## config.mk

```make
export PLATFORM = sky130hd
export DESIGN_NAME = bspline_tile_knot_indexer
export DESIGN_NICKNAME = d
export VERILOG_FILES = /design/src/design/btki_pkg.sv /design/src/design/btki_csr.sv /design/src/design/btki_front.sv /design/src/design/btki_queue.sv /design/src/design/btki_back.sv /design/src/design/bspline_tile_knot_indexer.sv
export VERILOG_INCLUDE_DIRS = /design/src /design/src/design
export SDC_FILE = /design/constraint.sdc
export NUM_CORES = 1
export LEC_CHECK = 0
export ABC_AREA = 1
export CAP_MARGIN = 15
export CORE_ASPECT_RATIO = 0.5
export CORE_MARGIN = 1
export CORE_UTILIZATION = 35
export CTS_CLUSTER_SIZE = 30
export DETAILED_ROUTE_END_ITERATION = 6
export DONT_BUFFER_PORTS = 1
export GPL_TIMING_DRIVEN = 0
export PLACE_DENSITY_LB_ADDON = 0.25
export SLEW_MARGIN = 10
export SYNTH_ARGS = -nofsm -noshare
export SYNTH_HDL_FRONTEND = slang
export SYNTH_HIERARCHICAL = 1
export SYNTH_SLANG_ARGS = --single-unit
```

## constraint.sdc

```tcl
create_clock -name clock -period 4.8 [get_ports clock]
set_clock_uncertainty 0.05 [all_clocks]
set_input_delay 0.72 -clock clock [delete_from_list [all_inputs] [get_ports clock]]
set_output_delay 0.72 -clock clock [all_outputs]
set_load 0.005 [all_outputs]
```

## src/design/bspline_tile_knot_indexer_defines.svh

```systemverilog
// Assertion macros shared by the knot indexer RTL.
// Self-contained; expects signals named clock and reset in the including scope.
`ifndef BSPLINE_TILE_KNOT_INDEXER_DEFINES_SVH
`define BSPLINE_TILE_KNOT_INDEXER_DEFINES_SVH

// Same-cycle implication, disabled during reset.
`define BTKI_ASSERT_NOW(label, ante, cons, msg) \
   label: assert property (@(posedge clock) disable iff (reset) (ante) |-> (cons)) \
      else $error(msg);

// Next-cycle implication, disabled during reset.
`define BTKI_ASSERT_NEXT(label, ante, cons, msg) \
   label: assert property (@(posedge clock) disable iff (reset) (ante) |=> (cons)) \
      else $error(msg);

`endif

```

## src/design/btki_pkg.sv

```systemverilog
// Shared types, constants and helpers for the B-spline tile knot indexer.
// No dependencies.
package btki_pkg;

   localparam int TILE_W           = 24;
   localparam int KNOT_W           = 24;
   localparam int DIM_W            = 9;
   localparam int DXDY_W           = 2 * DIM_W;
   localparam int CSR_ADDR_W       = 4;
   localparam int CSR_DATA_W       = 32;
   localparam int DEF_MAX_GRID_DIM = 256;
   localparam int SPAN             = 4;
   localparam int MARGIN           = 3;
   localparam int KNOTS_PER_TILE   = SPAN * SPAN * SPAN;
   localparam int CNT_W            = $clog2(KNOTS_PER_TILE);
   localparam int DIV_BITS         = 2;
   localparam int DIV_STEPS        = TILE_W / DIV_BITS;
   localparam int STEP_W           = $clog2(DIV_STEPS);

   // Register indexes within the CSR space
   localparam logic [1:0] REG_GRID_DIM_X = 2'd0;
   localparam logic [1:0] REG_GRID_DIM_Y = 2'd1;
   localparam logic [1:0] REG_GRID_DIM_Z = 2'd2;

   typedef struct packed {
      logic [DIM_W-1:0] dx;
      logic [DIM_W-1:0] dy;
      logic [DIM_W-1:0] nx;
      logic [DIM_W-1:0] ny;
      logic [DIM_W-1:0] nz;
   } btki_dims_type;

   typedef struct packed {
      logic [KNOT_W-1:0] base;
      logic [DIM_W-1:0]  dx;
      logic [DXDY_W-1:0] dxdy;
   } btki_tile_type;

   typedef struct packed {
      logic full;
      logic empty;
   } btki_qstat_type;

   // Clamp a raw dimension register into SPAN..max_dim
   function automatic logic [DIM_W-1:0] eff_dim(input logic [DIM_W-1:0] raw,
                                                input int max_dim);
      logic [DIM_W-1:0] d;
      d = raw;
      if (raw < DIM_W'(SPAN)) begin
         d = DIM_W'(SPAN);
      end else if (32'(raw) > max_dim) begin
         d = DIM_W'(max_dim);
      end
      return d;
   endfunction

endpackage

```

## src/design/btki_csr.sv

```systemverilog
// Configuration registers on an APB-style port, plus effective grid sizes.
// Depends on btki_pkg.
module btki_csr #(
   parameter int MAX_GRID_DIM = btki_pkg::DEF_MAX_GRID_DIM
) (
   input  logic                              clock,
   input  logic                              reset,
   input  logic                              csr_psel,
   input  logic                              csr_penable,
   input  logic                              csr_pwrite,
   input  logic [btki_pkg::CSR_ADDR_W-1:0]   csr_paddr,
   input  logic [btki_pkg::CSR_DATA_W-1:0]   csr_pwdata,
   output logic [btki_pkg::CSR_DATA_W-1:0]   csr_prdata,
   output logic                              csr_pready,
   output btki_pkg::btki_dims_type           dims
);
   import btki_pkg::*;

   logic [DIM_W-1:0] dim_x_ff, dim_x_in;
   logic [DIM_W-1:0] dim_y_ff, dim_y_in;
   logic [DIM_W-1:0] dim_z_ff, dim_z_in;
   logic [1:0]       reg_sel;
   logic             wr_en;
   logic [DIM_W-1:0] dx, dy, dz;

   assign csr_pready = 1'b1;
   assign reg_sel    = csr_paddr[3:2];
   assign wr_en      = csr_psel & csr_penable & csr_pwrite;

   always_comb begin
      dim_x_in = dim_x_ff;
      dim_y_in = dim_y_ff;
      dim_z_in = dim_z_ff;
      if (wr_en) begin
         unique case (reg_sel)
            REG_GRID_DIM_X: dim_x_in = csr_pwdata[DIM_W-1:0];
            REG_GRID_DIM_Y: dim_y_in = csr_pwdata[DIM_W-1:0];
            REG_GRID_DIM_Z: dim_z_in = csr_pwdata[DIM_W-1:0];
            default: ;
         endcase
      end
   end

   always_ff @(posedge clock) begin
      if (reset) begin
         dim_x_ff <= DIM_W'(SPAN);
         dim_y_ff <= DIM_W'(SPAN);
         dim_z_ff <= DIM_W'(SPAN);
      end else begin
         dim_x_ff <= dim_x_in;
         dim_y_ff <= dim_y_in;
         dim_z_ff <= dim_z_in;
      end
   end

   always_comb begin
      unique case (reg_sel)
         REG_GRID_DIM_X: csr_prdata = CSR_DATA_W'(dim_x_ff);
         REG_GRID_DIM_Y: csr_prdata = CSR_DATA_W'(dim_y_ff);
         REG_GRID_DIM_Z: csr_prdata = CSR_DATA_W'(dim_z_ff);
         default:        csr_prdata = '0;
      endcase
   end

   assign dx = eff_dim(dim_x_ff, MAX_GRID_DIM);
   assign dy = eff_dim(dim_y_ff, MAX_GRID_DIM);
   assign dz = eff_dim(dim_z_ff, MAX_GRID_DIM);

   assign dims.dx = dx;
   assign dims.dy = dy;
   assign dims.nx = dx - DIM_W'(MARGIN);
   assign dims.ny = dy - DIM_W'(MARGIN);
   assign dims.nz = dz - DIM_W'(MARGIN);

endmodule

```

## src/design/btki_front.sv

```systemverilog
// Front end: accepts a tile word, splits it into tile coordinates with a
// two-bit-per-cycle divider and forms the base knot index. Depends on btki_pkg.
module btki_front (
   input  logic                              clock,
   input  logic                              reset,
   input  logic                              req_valid,
   input  logic [btki_pkg::TILE_W-1:0]       req_tile_number,
   output logic                              req_stall,
   input  btki_pkg::btki_dims_type           dims,
   input  btki_pkg::btki_qstat_type          q_stat,
   output logic                              q_push,
   output btki_pkg::btki_tile_type           q_entry
);
   import btki_pkg::*;

   typedef enum logic [2:0] {F_IDLE, F_DIV, F_MUL1, F_MUL2, F_PUSH} fstate_type;
   typedef enum logic [1:0] {PH_X, PH_Y, PH_Z} phase_type;

   fstate_type        state_ff;
   phase_type         phase_ff;
   logic [STEP_W-1:0] step_ff;
   logic [TILE_W-1:0] dvd_ff;
   logic [DIM_W-1:0]  rem_ff;
   logic [DIM_W-1:0]  tx_ff, ty_ff, tz_ff;
   logic [DXDY_W-1:0] dxdy_ff, rowoff_ff;
   logic [KNOT_W-1:0] base_ff;

   logic [DIM_W-1:0]  divisor;
   logic [DIM_W-1:0]  div_rem;
   logic [TILE_W-1:0] div_dvd;
   logic              accept;

   assign req_stall = (state_ff != F_IDLE);
   assign accept    = req_valid & ~req_stall;

   always_comb begin
      unique case (phase_ff)
         PH_X:    divisor = dims.nx;
         PH_Y:    divisor = dims.ny;
         PH_Z:    divisor = dims.nz;
         default: divisor = dims.nz;
      endcase
   end

   // Restoring division, quotient bits shift in behind the dividend
   always_comb begin
      logic [DIM_W:0]    trial;
      logic [DIM_W-1:0]  r;
      logic [TILE_W-1:0] q;
      r = rem_ff;
      q = dvd_ff;
      for (int i = 0; i < DIV_BITS; i++) begin
         trial = {r, q[TILE_W-1]};
         q     = {q[TILE_W-2:0], 1'b0};
         if (trial >= {1'b0, divisor}) begin
            r    = DIM_W'(trial - {1'b0, divisor});
            q[0] = 1'b1;
         end else begin
            r = trial[DIM_W-1:0];
         end
      end
      div_rem = r;
      div_dvd = q;
   end

   always_ff @(posedge clock) begin
      if (reset) begin
         state_ff <= F_IDLE;
         phase_ff <= PH_X;
         step_ff  <= '0;
      end else begin
         unique case (state_ff)
            F_IDLE: begin
               if (accept) begin
                  state_ff <= F_DIV;
                  phase_ff <= PH_X;
                  step_ff  <= '0;
               end
            end
            F_DIV: begin
               if (step_ff == STEP_W'(DIV_STEPS - 1)) begin
                  step_ff <= '0;
                  unique case (phase_ff)
                     PH_X:    phase_ff <= PH_Y;
                     PH_Y:    phase_ff <= PH_Z;
                     default: state_ff <= F_MUL1;
                  endcase
               end else begin
                  step_ff <= step_ff + 1'b1;
               end
            end
            F_MUL1: state_ff <= F_MUL2;
            F_MUL2: state_ff <= F_PUSH;
            F_PUSH: begin
               if (!q_stat.full) state_ff <= F_IDLE;
            end
            default: state_ff <= F_IDLE;
         endcase
      end
   end

   // Datapath registers
   always_ff @(posedge clock) begin
      if (accept) begin
         dvd_ff <= req_tile_number;
         rem_ff <= '0;
      end else if (state_ff == F_DIV) begin
         if (step_ff == STEP_W'(DIV_STEPS - 1)) begin
            // carry quotient into the next division, restart remainder
            dvd_ff <= div_dvd;
            rem_ff <= '0;
            unique case (phase_ff)
               PH_X:    tx_ff <= div_rem;
               PH_Y:    ty_ff <= div_rem;
               default: tz_ff <= div_rem;
            endcase
         end else begin
            dvd_ff <= div_dvd;
            rem_ff <= div_rem;
         end
      end
      if (state_ff == F_MUL1) begin
         dxdy_ff   <= DXDY_W'(dims.dx) * DXDY_W'(dims.dy);
         rowoff_ff <= DXDY_W'(dims.dx) * DXDY_W'(ty_ff);
      end
      if (state_ff == F_MUL2) begin
         base_ff <= KNOT_W'(dxdy_ff) * KNOT_W'(tz_ff) + KNOT_W'(rowoff_ff) + KNOT_W'(tx_ff);
      end
   end

   assign q_push        = (state_ff == F_PUSH) & ~q_stat.full;
   assign q_entry.base  = base_ff;
   assign q_entry.dx    = dims.dx;
   assign q_entry.dxdy  = dxdy_ff;

endmodule

```

## src/design/btki_queue.sv

```systemverilog
// Two-entry queue of tile descriptors between front and back ends.
// Depends on btki_pkg.
module btki_queue (
   input  logic                      clock,
   input  logic                      reset,
   input  logic                      q_push,
   input  btki_pkg::btki_tile_type   q_entry,
   input  logic                      q_pop,
   output btki_pkg::btki_tile_type   q_head,
   output btki_pkg::btki_qstat_type  q_stat
);
   import btki_pkg::*;

   btki_tile_type mem_ff [2];
   logic          wr_ptr_ff, rd_ptr_ff;
   logic [1:0]    count_ff;

   always_ff @(posedge clock) begin
      if (reset) begin
         wr_ptr_ff <= 1'b0;
         rd_ptr_ff <= 1'b0;
         count_ff  <= '0;
      end else begin
         if (q_push) wr_ptr_ff <= ~wr_ptr_ff;
         if (q_pop)  rd_ptr_ff <= ~rd_ptr_ff;
         if (q_push && !q_pop)      count_ff <= count_ff + 1'b1;
         else if (q_pop && !q_push) count_ff <= count_ff - 1'b1;
      end
   end

   always_ff @(posedge clock) begin
      if (q_push) mem_ff[wr_ptr_ff] <= q_entry;
   end

   assign q_head       = mem_ff[rd_ptr_ff];
   assign q_stat.full  = (count_ff == 2'd2);
   assign q_stat.empty = (count_ff == 2'd0);

endmodule

```

## src/design/btki_back.sv

```systemverilog
// Back end: walks the 4x4x4 knot block of one tile, one word per cycle while
// the receiver does not stall, into an output register. Depends on btki_pkg.
module btki_back (
   input  logic                      clock,
   input  logic                      reset,
   input  btki_pkg::btki_tile_type   q_head,
   input  btki_pkg::btki_qstat_type  q_stat,
   output logic                      q_pop,
   output logic                      rsp_valid,
   input  logic                      rsp_stall,
   output logic [btki_pkg::KNOT_W-1:0] rsp_knot_index,
   output logic                      rsp_last_knot
);
   import btki_pkg::*;

   logic              active_ff, active_in;
   logic [CNT_W-1:0]  cnt_ff, cnt_in;
   logic [KNOT_W-1:0] idx_ff, idx_in;
   logic [KNOT_W-1:0] row_ff, row_in;
   logic [KNOT_W-1:0] plane_ff, plane_in;
   logic [DIM_W-1:0]  dx_ff, dx_in;
   logic [DXDY_W-1:0] dxdy_ff, dxdy_in;
   logic              rsp_valid_ff, rsp_valid_in;
   logic [KNOT_W-1:0] rsp_knot_index_ff;
   logic              rsp_last_knot_ff;

   logic              out_free, emit, last;

   assign out_free = ~rsp_valid_ff | ~rsp_stall;
   assign emit     = active_ff & out_free;
   assign last     = (cnt_ff == CNT_W'(KNOTS_PER_TILE - 1));
   // load a new tile when idle, or right behind the final word of the current one
   assign q_pop    = ~q_stat.empty & (~active_ff | (emit & last));

   always_comb begin
      active_in = active_ff;
      cnt_in    = cnt_ff;
      idx_in    = idx_ff;
      row_in    = row_ff;
      plane_in  = plane_ff;
      dx_in     = dx_ff;
      dxdy_in   = dxdy_ff;
      if (emit) begin
         cnt_in = cnt_ff + 1'b1;
         if (cnt_ff[1:0] != 2'd3) begin
            idx_in = idx_ff + 1'b1;
         end else if (cnt_ff[3:2] != 2'd3) begin
            row_in = row_ff + KNOT_W'(dx_ff);
            idx_in = row_ff + KNOT_W'(dx_ff);
         end else begin
            plane_in = plane_ff + KNOT_W'(dxdy_ff);
            row_in   = plane_ff + KNOT_W'(dxdy_ff);
            idx_in   = plane_ff + KNOT_W'(dxdy_ff);
         end
         if (last) active_in = 1'b0;
      end
      if (q_pop) begin
         active_in = 1'b1;
         cnt_in    = '0;
         idx_in    = q_head.base;
         row_in    = q_head.base;
         plane_in  = q_head.base;
         dx_in     = q_head.dx;
         dxdy_in   = q_head.dxdy;
      end
      if (emit)           rsp_valid_in = 1'b1;
      else if (out_free)  rsp_valid_in = 1'b0;
      else                rsp_valid_in = rsp_valid_ff;
   end

   always_ff @(posedge clock) begin
      if (reset) begin
         active_ff    <= 1'b0;
         rsp_valid_ff <= 1'b0;
         cnt_ff       <= '0;
      end else begin
         active_ff    <= active_in;
         rsp_valid_ff <= rsp_valid_in;
         cnt_ff       <= cnt_in;
      end
   end

   always_ff @(posedge clock) begin
      idx_ff   <= idx_in;
      row_ff   <= row_in;
      plane_ff <= plane_in;
      dx_ff    <= dx_in;
      dxdy_ff  <= dxdy_in;
      if (emit) begin
         rsp_knot_index_ff <= idx_ff;
         rsp_last_knot_ff  <= last;
      end
   end

   assign rsp_valid      = rsp_valid_ff;
   assign rsp_knot_index = rsp_knot_index_ff;
   assign rsp_last_knot  = rsp_last_knot_ff;

endmodule

```

## src/design/bspline_tile_knot_indexer.sv

```systemverilog
// Cubic B-spline tile knot indexer.
//
// The req channel takes one tile number per word; the rsp channel returns the
// 64 linear indices of the 4x4x4 control knots the tile depends on, x fastest,
// then y, then z, with last_knot set on the 64th. Grid knot counts per axis
// sit in three CSRs (byte addresses 0, 4, 8), reset to 4 and clamped to
// 4..MAX_GRID_DIM; write them only while the block is idle.
//
// The rsp channel carries one knot word per cycle while the receiver does not
// stall, and so sets the rate. The front end takes one tile word at a time and
// splits it with three divisions (two quotient bits a cycle), the multiply
// states F_MUL1 and F_MUL2 and a push into a two-entry queue, so it runs
// ahead of the back end.
//
// Reset (synchronous, active high) empties the queue, drops any tile in flight
// and restores the CSRs. When the receiver stalls, the rsp word holds and the
// knot walk pauses; the front end keeps working until the queue fills, then
// holds its tile and keeps req stalled.
`include "bspline_tile_knot_indexer_defines.svh"

module bspline_tile_knot_indexer #(
   parameter int MAX_GRID_DIM = btki_pkg::DEF_MAX_GRID_DIM
) (
   input  logic                              clock,
   input  logic                              reset,
   input  logic                              req_valid,
   output logic                              req_stall,
   input  logic [btki_pkg::TILE_W-1:0]       req_tile_number,
   output logic                              rsp_valid,
   input  logic                              rsp_stall,
   output logic [btki_pkg::KNOT_W-1:0]       rsp_knot_index,
   output logic                              rsp_last_knot,
   input  logic                              csr_psel,
   input  logic                              csr_penable,
   input  logic                              csr_pwrite,
   input  logic [btki_pkg::CSR_ADDR_W-1:0]   csr_paddr,
   input  logic [btki_pkg::CSR_DATA_W-1:0]   csr_pwdata,
   output logic [btki_pkg::CSR_DATA_W-1:0]   csr_prdata,
   output logic                              csr_pready
);
   import btki_pkg::*;

   btki_dims_type  dims;
   btki_qstat_type q_stat;
   btki_tile_type  q_entry, q_head;
   logic           q_push, q_pop;

   btki_csr #(.MAX_GRID_DIM(MAX_GRID_DIM)) u_csr (
      .clock       (clock),
      .reset       (reset),
      .csr_psel    (csr_psel),
      .csr_penable (csr_penable),
      .csr_pwrite  (csr_pwrite),
      .csr_paddr   (csr_paddr),
      .csr_pwdata  (csr_pwdata),
      .csr_prdata  (csr_prdata),
      .csr_pready  (csr_pready),
      .dims        (dims)
   );

   btki_front u_front (
      .clock           (clock),
      .reset           (reset),
      .req_valid       (req_valid),
      .req_tile_number (req_tile_number),
      .req_stall       (req_stall),
      .dims            (dims),
      .q_stat          (q_stat),
      .q_push          (q_push),
      .q_entry         (q_entry)
   );

   btki_queue u_queue (
      .clock   (clock),
      .reset   (reset),
      .q_push  (q_push),
      .q_entry (q_entry),
      .q_pop   (q_pop),
      .q_head  (q_head),
      .q_stat  (q_stat)
   );

   btki_back u_back (
      .clock          (clock),
      .reset          (reset),
      .q_head         (q_head),
      .q_stat         (q_stat),
      .q_pop          (q_pop),
      .rsp_valid      (rsp_valid),
      .rsp_stall      (rsp_stall),
      .rsp_knot_index (rsp_knot_index),
      .rsp_last_knot  (rsp_last_knot)
   );

   `BTKI_ASSERT_NOW(a_push_has_room, q_push, !q_stat.full, "push into full tile queue")
   `BTKI_ASSERT_NOW(a_pop_has_data, q_pop, !q_stat.empty, "pop from empty tile queue")
   `BTKI_ASSERT_NEXT(a_busy_after_accept, req_valid && !req_stall, req_stall, "front took a second word while busy")

endmodule
```

==> reports/metrics.cfg, run 1 <==
[setup_path]
rr_startpoint = u_front/tz_ff[3]
crit_path_start_kind = flop
endpoint = u_front/base_ff[21]
worst_ep_arrival_time_ps = 5210
reg2reg_slack_ps = -40
rr_worst_depth = 15
r2r-end = u_front/base_ff[21]
critPathRequiredTime_ps = 5160
worstSetupEndpointType = flop
critPathMaxFanout = 10
critPathKind = reg -> reg
cp-startpoint = u_front/tz_ff[3]

[detailed_routing]
ant_nets = 0
firstDrtPassIters = 6
drcViolationCount = 0
vias = 24028
avgRoutedWirePerCell_um = 17.1
drt_iter0_markers = 1559
wl_mm = 86.2
via_per_inst = 4.77

[logic_synthesis]
seq_area_frac_synth_pct = 35.7
synthArstFlopShare_pct = 0
yosysMostFrequentCell = nand2_1
ys_seq_elements = 395
yosysTopAreaCellShare_pct = 32.0
ys_types = 62
synth_enable_flop_cells = 337
netlist_area_mm2 = 0.0316
synth_common_cells = nand2_1, inv_1, edfxtp_1
yosys_warnings = 6
synth_top_cell_by_area = edfxtp_1
synthCells = 3626
synthTopCellsByArea = edfxtp_1, fa_1, nand2_1
synthFlopType = edfxtp_1
avgSynthCellArea_um2 = 8.71

[pwr]
power_frac_comb_pct = 63.7
p_clk_share_pct = 13.1
sw_frac_of_total_pct = 46.8
sequentialPowerShare_pct = 23.2
p_switching_uw = 12200
power_leakage_uw = 0.0179
p_total_uw = 26000
p_per_area_mw_per_mm2 = 688
ir_worst_vdd_mv = 0.479
p_int_uw = 13800

[die]
die_w_um = 427
die_y_um = 214
dieArea_mm2 = 0.0916
ioPinCount = 127
placementRows = 77
start_util_pct = 35.6
core_area_mm2 = 0.0888

[finish]
drive_gt1_share_pct = 18.4
fillers = 8631
area_growth_pct = 19.6
multi_input_area_mm2 = 0.0184
nets = 4314
fin_cells = 5042
register_area_mm2 = 0.0113
utilization_pct = 42.5

[sta]
relSlewSlack_pct = 31.9
post-route-period-util_pct = 101
fin_hold_ws_ps = 140
worst_pin_slew_ps = 1020
slew_violations = 0
max_freq_mhz = 206
rsz0062_at_grt = true
min_period_ps = 4840
setup_violations = 11
hold_viol = 0
tns_ps = -196
fin_ws_ps = -43.8

[global_route]
grt_pass1_wl_mm = 136
grt_usage_pct = 18.9
first_global_vias = 24325
grt_max_degree = 39
antenna_found_initial = 4
gr-total-overflow = 0

[placed_design]
dp.cells = 4844
portBuffers = 0
dp_hpwl_mm = 66.2
routabilityCongestion = 0.931

[cts]
cts-root-buf = clkbuf_16
cts_buffer_depth = 3
cts_made_buffers = 40
cts_max_level = 2
clock_latency_ps = 610
clock-sinks = 395
cts_hold_buf = 0
clk_pin_slew_ps = 70
cts_tree = done

[flow_run]
maxCapViolCount = 0

[hold_path]
whs_path_depth = 1
hold_class = in -> reg

[run_status]
violations = setup timing
status = finished, violations left

-- repair_timing --
action	CTS	global route
setup endpoints to repair	81	70
cloned	5	1
pin swaps	70	90
gates resized for setup	327	129
setup buffers	104	33
-- layout by cell type (no fill, tap or decap), types with 37 or more instances in the layout --
| master | n |
|---|---|
| ha_4 | 38 |
| nand2_2 | 46 |
| mux2_4 | 50 |
| nor2_1 | 151 |
| a21oi_1 | 77 |
| nand3_1 | 173 |
| nand2_1 | 971 |
| fa_1 | 227 |
| xnor2_1 | 37 |
| edfxtp_1 | 337 |
| ha_1 | 142 |
| buf_4 | 165 |
| xor2_1 | 40 |
| dfxtp_1 | 51 |
| o21ai_0 | 84 |
| inv_2 | 39 |
| clkbuf_16 | 52 |
| inv_1 | 648 |
-- kinds of logic (layout without fill, tap and decap cells) --
logic type / Yosys count / after routing / share of synthesized area [%]
mux: 51 / 51 / 2.41
buf+inv: 842 / 1047 / 11.0
xor+xnor: 87 / 87 / 2.41
flops: 395 / 395 / 35.7
compound gates: 298 / 298 / 5.39
other cells: 2 / 26 / 0.0238
fa+ha+maj: 423 / 423 / 22.4
simple gates: 1528 / 1530 / 20.6
-- critical path: stages (launching register included) --
cell	delay, ps
edfxtp_1	380
buf_4	150
clkbuf_8	170
nand2_1	80
fa_1	530
inv_1	50
fa_1	560
fa_1	430
fa_1	530
fa_2	490
ha_4	350
nand2_2	110
nor4_4	340
nand4_1	150
nand3_1	120
xor2_1	190
-- power groups by stage --
stage	clock network (uW)	logic, uW	registers, uW
after floorplan	0	9030	5870
after global routing	3620	18300	6130
final	3390	16600	6030
after detailed placement	0	12800	6100
after CTS	3500	15600	6040
after global placement	0	12600	6100
-- state kept, by name, summed over array words and instances, names as in the netlist, 18 cells and up, named ones only --
name and cells:
u_back/dxdy_ff 18, u_back/idx_ff 24, u_back/plane_ff 24, u_back/row_ff 24
u_back/rsp_knot_index 24, u_front/base_ff 24, u_front/dvd_ff 24, u_front/dxdy_ff 18
u_front/rowoff_ff 18, u_queue/mem_ff 102
-- area by class of cell --
type / instances / area share, %
multi-input combinational: 2414 / 48.7
sequential: 395 / 29.9
inverter: 701 / 7.07
tap: 1185 / 3.93
timing repair buffer: 151 / 3.60
buffer: 120 / 3.05
clock buffer: 45 / 2.78
clock inverter: 29 / 0.914
timing repair inverter: 1 / 0.0166
antenna: 1 / 0.00662
-- worst min-delay path by stage --
stage,startpoint,to
CTS,reset,u_back/active_ff
global route,reset,flop
detailed placement,u_front/base_ff[18],u_queue/mem_ff[1][45]
floorplan,u_front/base_ff[0],u_queue/mem_ff[0][27]
finish,reset,flop
global placement,u_front/base_ff[6],u_queue/mem_ff[0][33]
-- per-stage QoR --
step / instance area [um^2] / setup WS (ps)
6_report: 37800 / -43.8
5_1_grt: 37800 / -253
4_1_cts: 37000 / -37.9
3_5_place_dp: 33300 / -1220
3_3_place_gp: 33200 / -1160
2_1_floorplan: 31700 / 13.9
-- layer usage --
layer	share of wire [%]	GRT usage [%]
met5	0	0
met4	1.6	3.46
met3	5.3	2.82
met2	45	30.5
met1	48	27.1
(Power assumes the default switching activity.)
==> run 2: changes to the inputs <==
Settings changed: CORE_UTILIZATION 35 to 45, SLEW_MARGIN 10 to 30.
==> run 2 against run 1 <==
  * The flow still finishes with violations (setup timing)
  * Die area is 22% lower
  * Maximum frequency is 2.0% lower
  * Hold slack better by 12 ps
  * Critical endpoint is now u_front/base_ff[22]
==> reports/metrics.cfg, run 2 (synthesis results as in run 1) <==
[setup_path]
crit_path_start_kind = flop
worst_ep_arrival_time_ps = 5310
r2r-end = u_front/base_ff[22]
reg2reg_slack_ps = -140
critPathKind = reg -> reg
critPathMaxFanout = 4
worstSetupEndpointType = flop
critPathRequiredTime_ps = 5160
rr_startpoint = u_front/tz_ff[4]
rr_worst_depth = 20

[global_route]
antenna_found_initial = 1
first_global_vias = 23556
grt_usage_pct = 22.7
gr-total-overflow = 0
grt_max_degree = 39
grt_pass1_wl_mm = 127

[cts]
clock-sinks = 395
cts_made_buffers = 39
clock_latency_ps = 590
clk_pin_slew_ps = 70
cts_hold_buf = 0
cts-root-buf = clkbuf_16
cts_tree = done
cts_buffer_depth = 3
cts_max_level = 2

[placed_design]
dp_hpwl_mm = 61.9
portBuffers = 0
post-place-ws_ps = -959
routabilityCongestion = 0.958

[finish]
antenna-diode-count = 0
mostFrequentLayoutCells = nand2_1, inv_1, edfxtp_1, fa_1, nand3_1
utilization_pct = 53.7
regMostFlops = u_queue/mem_ff
final_common_cell = nand2_1
area_growth_pct = 17.5
nets = 4282
largest_reg_flops = 102
fillers = 6171
drive_gt1_share_pct = 16.9

[die]
start_util_pct = 45.7
placementRows = 68
dieArea_mm2 = 0.0713
die_w_um = 377
die_y_um = 189
ioPinCount = 127
core_area_mm2 = 0.0692

[sta]
max_freq_mhz = 202
fin_ws_ps = -143
slew_violations = 0
min_period_ps = 4940
post-route-period-util_pct = 103
setup_violations = 37
relSlewSlack_pct = 41.5
hold_viol = 0
rsz0062_at_grt = true
worst_pin_slew_ps = 873

[pwr]
p_int_uw = 13900
sequentialPowerShare_pct = 23.3
p_clk_share_pct = 13.5
p_per_area_mw_per_mm2 = 694
power_leakage_uw = 0.0177
sw_frac_of_total_pct = 46.0
ir_worst_vdd_mv = 0.593
power_frac_comb_pct = 63.1
p_switching_uw = 11800

[hold_path]
whs_path_depth = 1
hold_class = in -> reg
holdPathEnd = u_front/state_ff[1]
hold_start = reset

[flow_run]
maxCapViolCount = 0

[detailed_routing]
firstDrtPassIters = 6
avgRoutedWirePerCell_um = 16.9
ant_nets = 0
drt_iter0_markers = 1658
via_per_inst = 5.06
vias = 24102
drcViolationCount = 0
wl_mm = 80.5

[run_status]
violations = setup timing
status = finished, violations left

-- run 2: cell count changes in the layout (fill, tap and decap cells not counted), sizes merged --
| cell | change |
|---|---|
| nand2 | +1 |
| buf | -23 |
| clkinv | -1 |
| diode | -1 |
| clkbuf | -10 |
| bufinv | +4 |
| inv | +1 |
| nand3 | -1 |
| clkinvlp | -5 |
-- run 2: worst max-delay path: stages, from the launching register on --
cell and delay (ps):
edfxtp_1 500, buf_6 180, nand2_2 50, inv_2 30
fa_1 480, inv_2 40, fa_1 540, inv_1 50
fa_1 480, fa_1 520, inv_2 40, fa_2 580
inv_2 60, ha_4 320, nand2_4 90, nor2_4 120
inv_2 70, nor4_4 150, nand3_1 120, nand3_1 140
xor2_1 180
-- run 2: routing by layer --
layer	wire length (um)	global-route usage, %	part of all wire, %	vias to the layer above
li1	-	-	-	11707
met1	36800	31.8	46	11503
met2	36100	36.7	45	737
met3	5190	3.22	6.4	155
met4	2360	6.21	2.9	0
met5	0	0	0	-
-- run 2: worst max-delay path by stage --
| stage | startpoint | to | slack, ps | cells past startpoint |
|---|---|---|---|---|
| 3_5_place_dp | u_csr/dim_x_ff[8] | u_front/dxdy_ff[13] | -960 | 21 |
| 6_report | u_front/tz_ff[4] | u_front/base_ff[22] | -140 | 20 |
| 4_1_cts | u_front/dxdy_ff[15] | u_front/base_ff[21] | -130 | 18 |
| 2_1_floorplan | u_csr/dim_x_ff[3] | u_front/dxdy_ff[13] | 10 | 22 |
| 5_1_grt | u_csr/dim_x_ff[3] | u_front/dvd_ff[0] | -310 | 32 |
| 3_3_place_gp | u_csr/dim_x_ff[8] | u_front/dxdy_ff[13] | -960 | 21 |
-- run 2: stage by stage --
step	cell area, um^2	power, uW	hold WS, ps	std cells	TNS, ps
floorplan	31700	14900	371	3649	0
global placement	32900	18100	372	4594	-70820
detailed placement	33100	18400	382	4607	-50450
CTS	36500	24700	118	4745	-454
global route	37100	27600	127	4767	-12090
finish	37100	25800	152	4767	-2290
-- run 2: cell type report --
type	instances	area, um^2	share of cell area, %
multi-input cells	2414	18200	49.0
flip-flops and latches	395	11300	30.4
inverters	701	2670	7.18
repair buffers	122	1260	3.40
well taps	945	1180	3.19
plain buffers	118	1100	2.97
clock buffers	43	991	2.67
clock inverters	28	449	1.21
repair inverters	1	6.26	0.0169
-- run 2: power groups by stage --
stage	Clock, uW	Combinational, uW	Sequential [uW]
2_1_floorplan	0	9030	5870
3_3_place_gp	0	12100	6060
3_5_place_dp	0	12300	6060
4_1_cts	3560	15100	6010
5_1_grt	3700	17800	6100
6_report	3490	16300	6010
-- run 2: what timing repair did --
action / CTS / global route
resized for setup: 293 / 115
pin swaps: 68 / 49
endpoints found under the hold margin: 0 / 0
setup buffers: 85 / 23
gates cloned: 3 / 1
endpoints found under the setup margin: 81 / 71
